### config.mk
export PLATFORM = sky130hd
export DESIGN_NAME = pid_position_controller
export DESIGN_NICKNAME = d
export VERILOG_FILES = /design/src/hdl/pidpc_pkg.sv /design/src/hdl/pid_position_controller.sv
export SDC_FILE = /design/constraint.sdc
export NUM_CORES = 1
export LEC_CHECK = 0
export CORE_MARGIN = 2
export CORE_UTILIZATION = 57
export DETAILED_ROUTE_END_ITERATION = 10
export DONT_BUFFER_PORTS = 1
export PLACE_DENSITY = 0.77
export SKIP_LAST_GASP = 1
export SYNTH_ARGS = -nofsm -noshare
export SYNTH_HDL_FRONTEND = slang
export SYNTH_SLANG_ARGS = --single-unit
### constraint.sdc
create_clock -name clock -period 7.2 [get_ports clock]
set_input_delay 1.44 -clock clock [delete_from_list [all_inputs] [get_ports clock]]
set_output_delay 1.44 -clock clock [all_outputs]
set_load 0.03 [all_outputs]
### src/hdl/pidpc_pkg.sv
// Shared types, register indexes and constants for the PID position controller.
package pidpc_pkg;

   localparam int DEF_POS_WIDTH = 32;
   localparam int DEF_SUM_WIDTH = 40;

   localparam int COEF_W   = 16;
   localparam int STEP_W   = 4;
   localparam int CSR_IDX_W = 3;
   localparam int CSR_DAT_W = 16;
   localparam int RSP_DATA_W = 24;

   localparam logic [CSR_IDX_W-1:0] CSR_GAIN_PROP       = 3'd0;
   localparam logic [CSR_IDX_W-1:0] CSR_RATIO_INTEGRAL  = 3'd1;
   localparam logic [CSR_IDX_W-1:0] CSR_RATIO_DERIV     = 3'd2;
   localparam logic [CSR_IDX_W-1:0] CSR_POSITION_WINDOW = 3'd3;
   localparam logic [CSR_IDX_W-1:0] CSR_SETTLE_LEVEL    = 3'd4;
   localparam logic [CSR_IDX_W-1:0] CSR_DUTY_CAP        = 3'd5;
   localparam logic [CSR_IDX_W-1:0] CSR_WINDUP_ERROR    = 3'd6;

   localparam logic [15:0] RST_GAIN_PROP       = 16'd256;
   localparam logic [15:0] RST_RATIO_INTEGRAL  = 16'd16;
   localparam logic [15:0] RST_RATIO_DERIV     = 16'd0;
   localparam logic [9:0]  RST_POSITION_WINDOW = 10'd5;
   localparam logic [7:0]  RST_SETTLE_LEVEL    = 8'd55;
   localparam logic [7:0]  RST_DUTY_CAP        = 8'd200;
   localparam logic [15:0] RST_WINDUP_ERROR    = 16'd200;

   localparam logic [1:0] DIR_STOP    = 2'd0;
   localparam logic [1:0] DIR_FORWARD = 2'd1;
   localparam logic [1:0] DIR_REVERSE = 2'd2;

   localparam logic [7:0] DUTY_STOPPED = 8'd255;
   localparam logic [7:0] DRIVE_MAX    = 8'd255;

   localparam logic [STEP_W-1:0] STEP_LAST = 4'd15;

   typedef enum logic [2:0] {
      ST_IDLE,
      ST_CHECK,
      ST_MUL_I,
      ST_MUL_D,
      ST_SCALE,
      ST_MUL_K,
      ST_FINISH,
      ST_RESULT
   } state_type;

endpackage

### src/hdl/pid_position_controller.sv
// An idle tick or a tick that ends the move goes from the check state straight to the result state.
// A full PID tick runs three 16-step passes of one shift-add unit before its result is shown.
// One transaction is in work at a time, so the next one is accepted only after the last has
// loaded its result for output, and later while the receiver holds off the result.
// A finished result waits in the output register while the next transaction is accepted.
// Synchronous active-high reset restores the register defaults and leaves the controller idle
// with goal, error history, integral and last drive cleared.
module pid_position_controller
   import pidpc_pkg::*;
#(
   parameter int POS_WIDTH = DEF_POS_WIDTH,
   parameter int SUM_WIDTH = DEF_SUM_WIDTH,
   localparam int REQ_DATA_W = ((2 * POS_WIDTH + 1 + 7) / 8) * 8
) (
   input  logic                  clock,
   input  logic                  reset,
   input  logic                  req_tvalid,
   output logic                  req_tready,
   // Fields from bit 0: target, position, emergency.
   input  logic [REQ_DATA_W-1:0] req_tdata,
   // Fields from bit 0: op.
   input  logic                  req_tuser,
   output logic                  rsp_tvalid,
   input  logic                  rsp_tready,
   // Fields from bit 0: drive_dir, duty, control_value, done_res, emergency_stop.
   output logic [RSP_DATA_W-1:0] rsp_tdata,
   input  logic                  csr_valid,
   output logic                  csr_ready,
   input  logic [CSR_IDX_W-1:0]  csr_index,
   input  logic [CSR_DAT_W-1:0]  csr_data
);

   localparam int E_W = POS_WIDTH + 1;
   localparam int D_W = POS_WIDTH + 2;
   localparam int SW = ((SUM_WIDTH > E_W) ? SUM_WIDTH : E_W) + 1;
   localparam int P1 = SUM_WIDTH + COEF_W + 1;
   localparam int P2 = D_W + 4 + COEF_W + 1;
   localparam int PMAX = (P1 > P2) ? P1 : P2;
   localparam int ACC_W = ((PMAX > 48) ? PMAX : 48) + 2;
   localparam logic signed [ACC_W-1:0] INNER_LIM = ACC_W'(1 << 30);

   state_type state_ff, state_in;

   logic [15:0] gain_prop_ff, ratio_integral_ff, ratio_deriv_ff, windup_error_ff;
   logic [9:0]  position_window_ff;
   logic [7:0]  settle_level_ff, duty_cap_ff;

   logic signed [POS_WIDTH-1:0] goal_ff, goal_in;
   logic signed [E_W-1:0]       prev_err_ff, prev_err_in;
   logic signed [SUM_WIDTH-1:0] err_sum_ff, err_sum_in;
   logic signed [8:0]           last_drive_ff, last_drive_in;
   logic                        moving_ff, moving_in;

   logic signed [POS_WIDTH-1:0] pos_ff, pos_in;
   logic                        emer_ff, emer_in;
   logic [E_W-1:0]              aerr_ff, aerr_in;
   logic signed [D_W-1:0]       d_ff, d_in;
   logic signed [ACC_W-1:0]     acc_ff, acc_in;
   logic signed [ACC_W-1:0]     oper_ff, oper_in;
   logic [COEF_W-1:0]           coef_ff, coef_in;
   logic [STEP_W-1:0]           cnt_ff, cnt_in;
   logic                        neg_ff, neg_in;

   logic [1:0]        pend_dir_ff, pend_dir_in;
   logic [7:0]        pend_duty_ff, pend_duty_in;
   logic signed [8:0] pend_cv_ff, pend_cv_in;
   logic              pend_done_ff, pend_done_in;
   logic              pend_emer_ff, pend_emer_in;

   logic                  rsp_valid_ff, rsp_valid_in;
   logic [RSP_DATA_W-1:0] rsp_data_ff, rsp_data_in;

   logic signed [E_W-1:0]       err_w;
   logic [E_W-1:0]              aerr_w;
   logic                        finish_w;
   logic signed [SW-1:0]        sum_wide_w;
   logic signed [SUM_WIDTH-1:0] sum_sat_w;
   logic signed [D_W-1:0]       d_w;
   logic signed [ACC_W-1:0]     step_w;
   logic signed [ACC_W-1:0]     inner_w;
   logic signed [ACC_W-1:0]     mag_w;
   logic                        big_w;
   logic [7:0]                  m_w;
   logic signed [8:0]           cv_w;
   logic                        slot_free_w;
   logic                        req_acc_w;

   assign req_tready = (state_ff == ST_IDLE);
   assign req_acc_w  = req_tvalid && req_tready;
   assign csr_ready  = 1'b1;
   assign rsp_tvalid = rsp_valid_ff;
   assign rsp_tdata  = rsp_data_ff;
   assign slot_free_w = !rsp_valid_ff || rsp_tready;

   assign err_w  = E_W'(goal_ff) - E_W'(pos_ff);
   assign aerr_w = err_w[E_W-1] ? E_W'(-err_w) : E_W'(err_w);
   assign finish_w = (aerr_w <= E_W'(position_window_ff))
                     && (last_drive_ff <= $signed({1'b0, settle_level_ff}));

   assign sum_wide_w = SW'(err_sum_ff) + SW'(err_w);
   always_comb begin
      if (sum_wide_w[SW-1:SUM_WIDTH-1] == {(SW-SUM_WIDTH+1){1'b0}}
          || sum_wide_w[SW-1:SUM_WIDTH-1] == {(SW-SUM_WIDTH+1){1'b1}}) begin
         sum_sat_w = sum_wide_w[SUM_WIDTH-1:0];
      end else if (sum_wide_w[SW-1]) begin
         sum_sat_w = {1'b1, {(SUM_WIDTH-1){1'b0}}};
      end else begin
         sum_sat_w = {1'b0, {(SUM_WIDTH-1){1'b1}}};
      end
   end

   assign d_w = D_W'(err_w) - D_W'(prev_err_ff);

   assign step_w = coef_ff[0] ? (acc_ff + oper_ff) : acc_ff;

   always_comb begin
      if (acc_ff > INNER_LIM) begin
         inner_w = INNER_LIM;
      end else if (acc_ff < -INNER_LIM) begin
         inner_w = -INNER_LIM;
      end else begin
         inner_w = acc_ff;
      end
   end
   assign mag_w = inner_w[ACC_W-1] ? -inner_w : inner_w;

   assign big_w = |acc_ff[ACC_W-1:28];
   assign m_w   = big_w ? DRIVE_MAX : acc_ff[27:20];
   assign cv_w  = neg_ff ? -$signed({1'b0, m_w}) : $signed({1'b0, m_w});

   always_comb begin
      state_in = state_ff;
      unique case (state_ff)
         ST_IDLE: begin
            if (req_acc_w) begin
               state_in = ST_CHECK;
            end
         end
         ST_CHECK: begin
            if (moving_ff && !finish_w && !emer_ff) begin
               state_in = ST_MUL_I;
            end else begin
               state_in = ST_RESULT;
            end
         end
         ST_MUL_I: begin
            if (cnt_ff == STEP_LAST) begin
               state_in = ST_MUL_D;
            end
         end
         ST_MUL_D: begin
            if (cnt_ff == STEP_LAST) begin
               state_in = ST_SCALE;
            end
         end
         ST_SCALE: begin
            state_in = ST_MUL_K;
         end
         ST_MUL_K: begin
            if (cnt_ff == STEP_LAST) begin
               state_in = ST_FINISH;
            end
         end
         ST_FINISH: begin
            state_in = ST_RESULT;
         end
         ST_RESULT: begin
            if (slot_free_w) begin
               state_in = ST_IDLE;
            end
         end
         default: begin
            state_in = ST_IDLE;
         end
      endcase
   end

   always_comb begin
      goal_in       = goal_ff;
      prev_err_in   = prev_err_ff;
      err_sum_in    = err_sum_ff;
      last_drive_in = last_drive_ff;
      moving_in     = moving_ff;
      pos_in        = pos_ff;
      emer_in       = emer_ff;
      aerr_in       = aerr_ff;
      d_in          = d_ff;
      acc_in        = acc_ff;
      oper_in       = oper_ff;
      coef_in       = coef_ff;
      cnt_in        = cnt_ff;
      neg_in        = neg_ff;
      pend_dir_in   = pend_dir_ff;
      pend_duty_in  = pend_duty_ff;
      pend_cv_in    = pend_cv_ff;
      pend_done_in  = pend_done_ff;
      pend_emer_in  = pend_emer_ff;
      rsp_valid_in  = rsp_valid_ff && !rsp_tready;
      rsp_data_in   = rsp_data_ff;
      unique case (state_ff)
         ST_IDLE: begin
            if (req_acc_w) begin
               pos_in  = req_tdata[2*POS_WIDTH-1:POS_WIDTH];
               emer_in = req_tdata[2*POS_WIDTH];
               if (req_tuser) begin
                  goal_in       = req_tdata[POS_WIDTH-1:0];
                  prev_err_in   = '0;
                  err_sum_in    = '0;
                  last_drive_in = '0;
                  moving_in     = 1'b1;
               end
            end
         end
         ST_CHECK: begin
            pend_dir_in  = DIR_STOP;
            pend_duty_in = DUTY_STOPPED;
            pend_cv_in   = '0;
            pend_done_in = 1'b0;
            pend_emer_in = 1'b0;
            if (moving_ff && finish_w) begin
               moving_in    = 1'b0;
               pend_done_in = 1'b1;
            end else if (moving_ff && emer_ff) begin
               moving_in    = 1'b0;
               pend_done_in = 1'b1;
               pend_emer_in = 1'b1;
            end else if (moving_ff) begin
               err_sum_in  = sum_sat_w;
               prev_err_in = err_w;
               d_in        = d_w;
               aerr_in     = aerr_w;
               acc_in      = ACC_W'(err_w) <<< 12;
               oper_in     = ACC_W'(sum_sat_w);
               coef_in     = ratio_integral_ff;
               cnt_in      = '0;
            end
         end
         ST_MUL_I: begin
            acc_in  = step_w;
            oper_in = oper_ff <<< 1;
            coef_in = coef_ff >> 1;
            cnt_in  = cnt_ff + 1'b1;
            if (cnt_ff == STEP_LAST) begin
               oper_in = ACC_W'(d_ff) <<< 4;
               coef_in = ratio_deriv_ff;
            end
         end
         ST_MUL_D: begin
            acc_in  = step_w;
            oper_in = oper_ff <<< 1;
            coef_in = coef_ff >> 1;
            cnt_in  = cnt_ff + 1'b1;
         end
         ST_SCALE: begin
            neg_in  = inner_w[ACC_W-1];
            oper_in = {{(ACC_W-31){1'b0}}, mag_w[30:0]};
            coef_in = gain_prop_ff;
            acc_in  = '0;
            cnt_in  = '0;
         end
         ST_MUL_K: begin
            acc_in  = step_w;
            oper_in = oper_ff <<< 1;
            coef_in = coef_ff >> 1;
            cnt_in  = cnt_ff + 1'b1;
         end
         ST_FINISH: begin
            if (big_w && (aerr_ff > E_W'(windup_error_ff))) begin
               err_sum_in = '0;
            end
            last_drive_in = cv_w;
            pend_cv_in    = cv_w;
            pend_dir_in   = cv_w[8] ? DIR_REVERSE : DIR_FORWARD;
            pend_duty_in  = (m_w > duty_cap_ff) ? duty_cap_ff : m_w;
            pend_done_in  = 1'b0;
            pend_emer_in  = 1'b0;
         end
         ST_RESULT: begin
            if (slot_free_w) begin
               rsp_valid_in = 1'b1;
               rsp_data_in  = {3'b000, pend_emer_ff, pend_done_ff, pend_cv_ff,
                               pend_duty_ff, pend_dir_ff};
            end
         end
         default: begin
            rsp_valid_in = rsp_valid_ff && !rsp_tready;
         end
      endcase
   end

   always_ff @(posedge clock) begin
      if (reset) begin
         state_ff           <= ST_IDLE;
         goal_ff            <= '0;
         prev_err_ff        <= '0;
         err_sum_ff         <= '0;
         last_drive_ff      <= '0;
         moving_ff          <= 1'b0;
         rsp_valid_ff       <= 1'b0;
         gain_prop_ff       <= RST_GAIN_PROP;
         ratio_integral_ff  <= RST_RATIO_INTEGRAL;
         ratio_deriv_ff     <= RST_RATIO_DERIV;
         position_window_ff <= RST_POSITION_WINDOW;
         settle_level_ff    <= RST_SETTLE_LEVEL;
         duty_cap_ff        <= RST_DUTY_CAP;
         windup_error_ff    <= RST_WINDUP_ERROR;
      end else begin
         state_ff      <= state_in;
         goal_ff       <= goal_in;
         prev_err_ff   <= prev_err_in;
         err_sum_ff    <= err_sum_in;
         last_drive_ff <= last_drive_in;
         moving_ff     <= moving_in;
         rsp_valid_ff  <= rsp_valid_in;
         if (csr_valid) begin
            unique case (csr_index)
               CSR_GAIN_PROP:       gain_prop_ff       <= csr_data;
               CSR_RATIO_INTEGRAL:  ratio_integral_ff  <= csr_data;
               CSR_RATIO_DERIV:     ratio_deriv_ff     <= csr_data;
               CSR_POSITION_WINDOW: position_window_ff <= csr_data[9:0];
               CSR_SETTLE_LEVEL:    settle_level_ff    <= csr_data[7:0];
               CSR_DUTY_CAP:        duty_cap_ff        <= csr_data[7:0];
               CSR_WINDUP_ERROR:    windup_error_ff    <= csr_data;
               default: begin
               end
            endcase
         end
      end
   end

   always_ff @(posedge clock) begin
      pos_ff       <= pos_in;
      emer_ff      <= emer_in;
      aerr_ff      <= aerr_in;
      d_ff         <= d_in;
      acc_ff       <= acc_in;
      oper_ff      <= oper_in;
      coef_ff      <= coef_in;
      cnt_ff       <= cnt_in;
      neg_ff       <= neg_in;
      pend_dir_ff  <= pend_dir_in;
      pend_duty_ff <= pend_duty_in;
      pend_cv_ff   <= pend_cv_in;
      pend_done_ff <= pend_done_in;
      pend_emer_ff <= pend_emer_in;
      rsp_data_ff  <= rsp_data_in;
   end

`ifndef SYNTHESIS
   a_rsp_from_result: assert property (@(posedge clock) disable iff (reset)
      $rose(rsp_tvalid) |-> $past(state_ff == ST_RESULT))
      else $error("result appeared outside the result state");

   a_cv_range: assert property (@(posedge clock) disable iff (reset)
      rsp_tvalid |-> rsp_tdata[18:10] != 9'h100)
      else $error("control value outside the clamp range");

   a_done_stopped: assert property (@(posedge clock) disable iff (reset)
      (rsp_tvalid && rsp_tdata[19]) |->
         (rsp_tdata[18:10] == 9'h000 && rsp_tdata[9:2] == DUTY_STOPPED
          && rsp_tdata[1:0] == DIR_STOP))
      else $error("finished move did not stop the motor");

   a_emer_done: assert property (@(posedge clock) disable iff (reset)
      (rsp_tvalid && rsp_tdata[20]) |-> rsp_tdata[19])
      else $error("emergency stop without move end");

   a_idle_after_end: assert property (@(posedge clock) disable iff (reset)
      (state_ff == ST_CHECK && moving_ff && (finish_w || emer_ff)) |=> !moving_ff)
      else $error("move still active after it ended");
`endif

endmodule
==> impl_metrics.toml <==
[power_and_ir_drop]
p_total_mw = 15.19
p_leak_nw = 12.51
p_per_area_nw_per_um2 = 465.2
ir_drop_uv = 249.0

[worst_setup_path]
critPathKind = "reg2reg"
slowest_delay_ns = 0.45
startpoint = "goal_ff[0]"
r2r_slack_ns = 0.30
cp-start-kind = "register"
crit_top_cell = "a21oi_1"
cp.required_ns = 7.44
reg2reg_from = "goal_ff[0]"
crit_buf_inv = 4
crit_path_end = "d_ff[33]"
reg2reg_depth = 24
path_cells = "inv_1 > ha_1 > fa_1 > nor2b_1 > o221ai_1 > a21oi_1 > xnor2_1 > o21ai_1 > o21ai_0 > xnor2_1 > ha_1 > a21o_1 > a21oi_1 > o21ai_0 > a21o_1 > a221o_1 > a2111oi_1 > nand4b_1 > nor4_4 > buf_4 > a21oi_1 > nand3_2 > inv_2 > buf_4"
arrival_ns = 7.15
critPathSlowestCell = "o21ai_1"
rr_endpoint = "d_ff[33]"
crit_fanout = 68
cp_top_family = "compound AO/OA/AOI/OAI gates"
cp-end-kind = "register"
worst-path-stages = 24

[clock_network]
clock_sinks = 490
numCtsBuffers = 52
cts_tree = "done"
clk_latency_ns = 0.62
cts-root-buf = "clkbuf_16"
ctsHtreeMaxLevel = 2
cts.hold.buffers_added = 0
path_clk_slew_ns = 0.06
clockBufferDepth = 3

[die]
die_y_um = 234.1
die_x_um = 234.1
dieArea_um2 = 54810
start_util_pct = 57.55
coreArea_um2 = 52450
std_cell_rows = 84
ios = 124

[drt]
vias_per_cell = 6.433
drc = 0
drtIter0Drc = 2686
vias = 25690
routed_wirelength_um = 85590
wl_per_cell_um = 21.43
drtAntennaViolNets = 0
dr.pass1.iters = 8

[sta]
fin_setup_tns_ns = 0
fin_skew_ns = 0.03520
rsz0062_at_grt = "yes"
min_period_over_period_pct = 95.87
finalSetupViolCount = 0
fin_crit_ns = 6.903
hold_viol = 0
layout_setup_ws_ns = 0.2970
whs_ns = 0.4212
tightest_slew_ns = 1.321
timing.slew.headroom_pct = 11.62
finalMaxSlewViolations = 0
clock.fmax_mhz = 144.9

[logic_synthesis]
yosys_warnings = 0
synth_edf_count = 281
synth_most_common_cell = "nand2_1"
yosysTopAreaCellShare_pct = 27.96
synth_cell_types = 108
ys_dominant_reg_cell = "edfxtp_1"
synth_commonest_cells = "438 x nand2_1, 326 x a21oi_1, 281 x edfxtp_1"
yosysTopAreaCell = "edfxtp_1"
ys_ff_latch = 490
synth_area_um2 = 30180
ys_seq_area_share_pct = 41.82
synth_area_per_cell_um2 = 9.174
synth_area_leaders = "edfxtp_1 28%, dfxtp_1 14%, ha_1 8.7%, nand2_1 5.4%, a21oi_1 5.4%"
async_flop_share_pct = 0
syn_inst = 3290

[grt]
grt_pass1_vias = 24660
antenna_found_initial = 1
grt_overflow_total = 0
grt_pass1_wl_um = 133600
grt.total_usage_pct = 30.96
grt_max_degree = 126

[layout]
drive_gt1_share_pct = 6.868
fin_nets = 3575
syn_to_final_growth_pct = 8.208
num-fill-cells = 4255

[hold_path]
worstHoldStart = "pend_cv_ff[6]"
hp-class = "reg2reg"

[placement]
place_ws_ns = 0.4258
dp_hpwl_um = 63180
gp_congestion = 1.001
portBuffers = 0

[outcome]
status = "finished, final reports clean"

[run]
maxCapViolCount = 0
[state kept, by name, indices dropped and copies added (netlist names), 2 cells and up]
register            cells
acc_ff                 59
oper_ff                59
err_sum_ff             40
d_ff                   34
aerr_ff                33
prev_err_ff            33
goal_ff                32
pos_ff                 32
rsp_tdata              21
coef_ff                16
gain_prop_ff           16
ratio_deriv_ff         16
ratio_integral_ff      16
windup_error_ff        16
position_window_ff     10
last_drive_ff           9
pend_cv_ff              9
duty_cap_ff             8
pend_duty_ff            8
settle_level_ff         8
cnt_ff                  4
state_ff                3
pend_dir_ff             2
[logic make-up (layout without fill, tap and decap cells)]
group / after synthesis / after routing / synth area share, %
AO/OA/AOI/OAI: 1039 / 1039 / 22.95
XOR/XNOR: 174 / 174 / 5.149
adder cells (fa/ha/maj): 219 / 219 / 9.137
buffers and inverters: 328 / 341 / 4.287
flip-flops: 490 / 490 / 41.82
multiplexers: 21 / 21 / 0.7130
other: 2 / 5 / 0.02488
AND/OR/NAND/NOR: 1017 / 1017 / 15.91
[metal layers]
layer	track usage [%]	vias to the layer above	routed length, µm
met5	0	-	17
met4	11.16	2	2966
met3	5.071	198	7427
met2	49.88	1157	39080
met1	42.15	12290	36100
li1	-	12050	-
[worst min-delay path by stage]
stage,slack (ns),to,depth (start not counted)
final,0.42,rsp_tdata[16],0
after global routing,0.43,rsp_tdata[5],0
after CTS,0.42,rsp_tdata[5],0
after detailed placement,0.41,rsp_tdata[5],0
after global placement,0.41,rsp_tdata[10],0
after floorplan,0.40,rsp_tdata[0],0
[power breakdown]
part / total (mW) / switching [mW] / leakage, nW / internal, mW
combinational: 8.01 / 5.04 / 7.43 / 2.97
clock: 2.60 / 1.16 / 0.801 / 1.44
sequential: 4.59 / 0.562 / 4.28 / 4.02
[layout by cell type (no fill, tap or decap), drive strengths merged, types with 33 or more instances in the layout]
cell	count
nor3	51
o21a	40
xnor2	113
a22o	46
clkbuf	72
dfxtp	209
nand3	64
o21ai	190
a21oi	329
a21o	103
nand2	440
edfxtp	281
nand4	33
nor2b	34
nand2b	41
buf	65
nor2	188
inv	182
xor2	61
ha	210
o211ai	33
[through the flow]
stage / cells / instance area [µm²] / utilization, %
global route: 3993 / 32660 / 62.27
finish: 3994 / 32660 / 62.27
global placement: 3898 / 31020 / 59.16
detailed placement: 3898 / 31020 / 59.16
CTS: 3993 / 32650 / 62.25
floorplan: 3292 / 30190 / -
[final cells by class]
type	instances	area, µm²	area share, %
Clock buffer	72	1438	4.402
Tap cell	688	860.8	2.636
Multi-Input combinational cell	2474	16330	50.02
Inverter	181	679.4	2.080
Timing Repair Buffer	65	538.0	1.647
Sequential cell	490	12620	38.65
Clock inverter	23	183.9	0.5632
Antenna cell	1	2.502	0.007662
[what timing repair did]
item	in CTS	in global routing
hold endpoints to repair	0	0
buffers inserted	0	0
resized for setup	0	3
setup endpoints to repair	0	6
(Power assumes the default switching activity.)
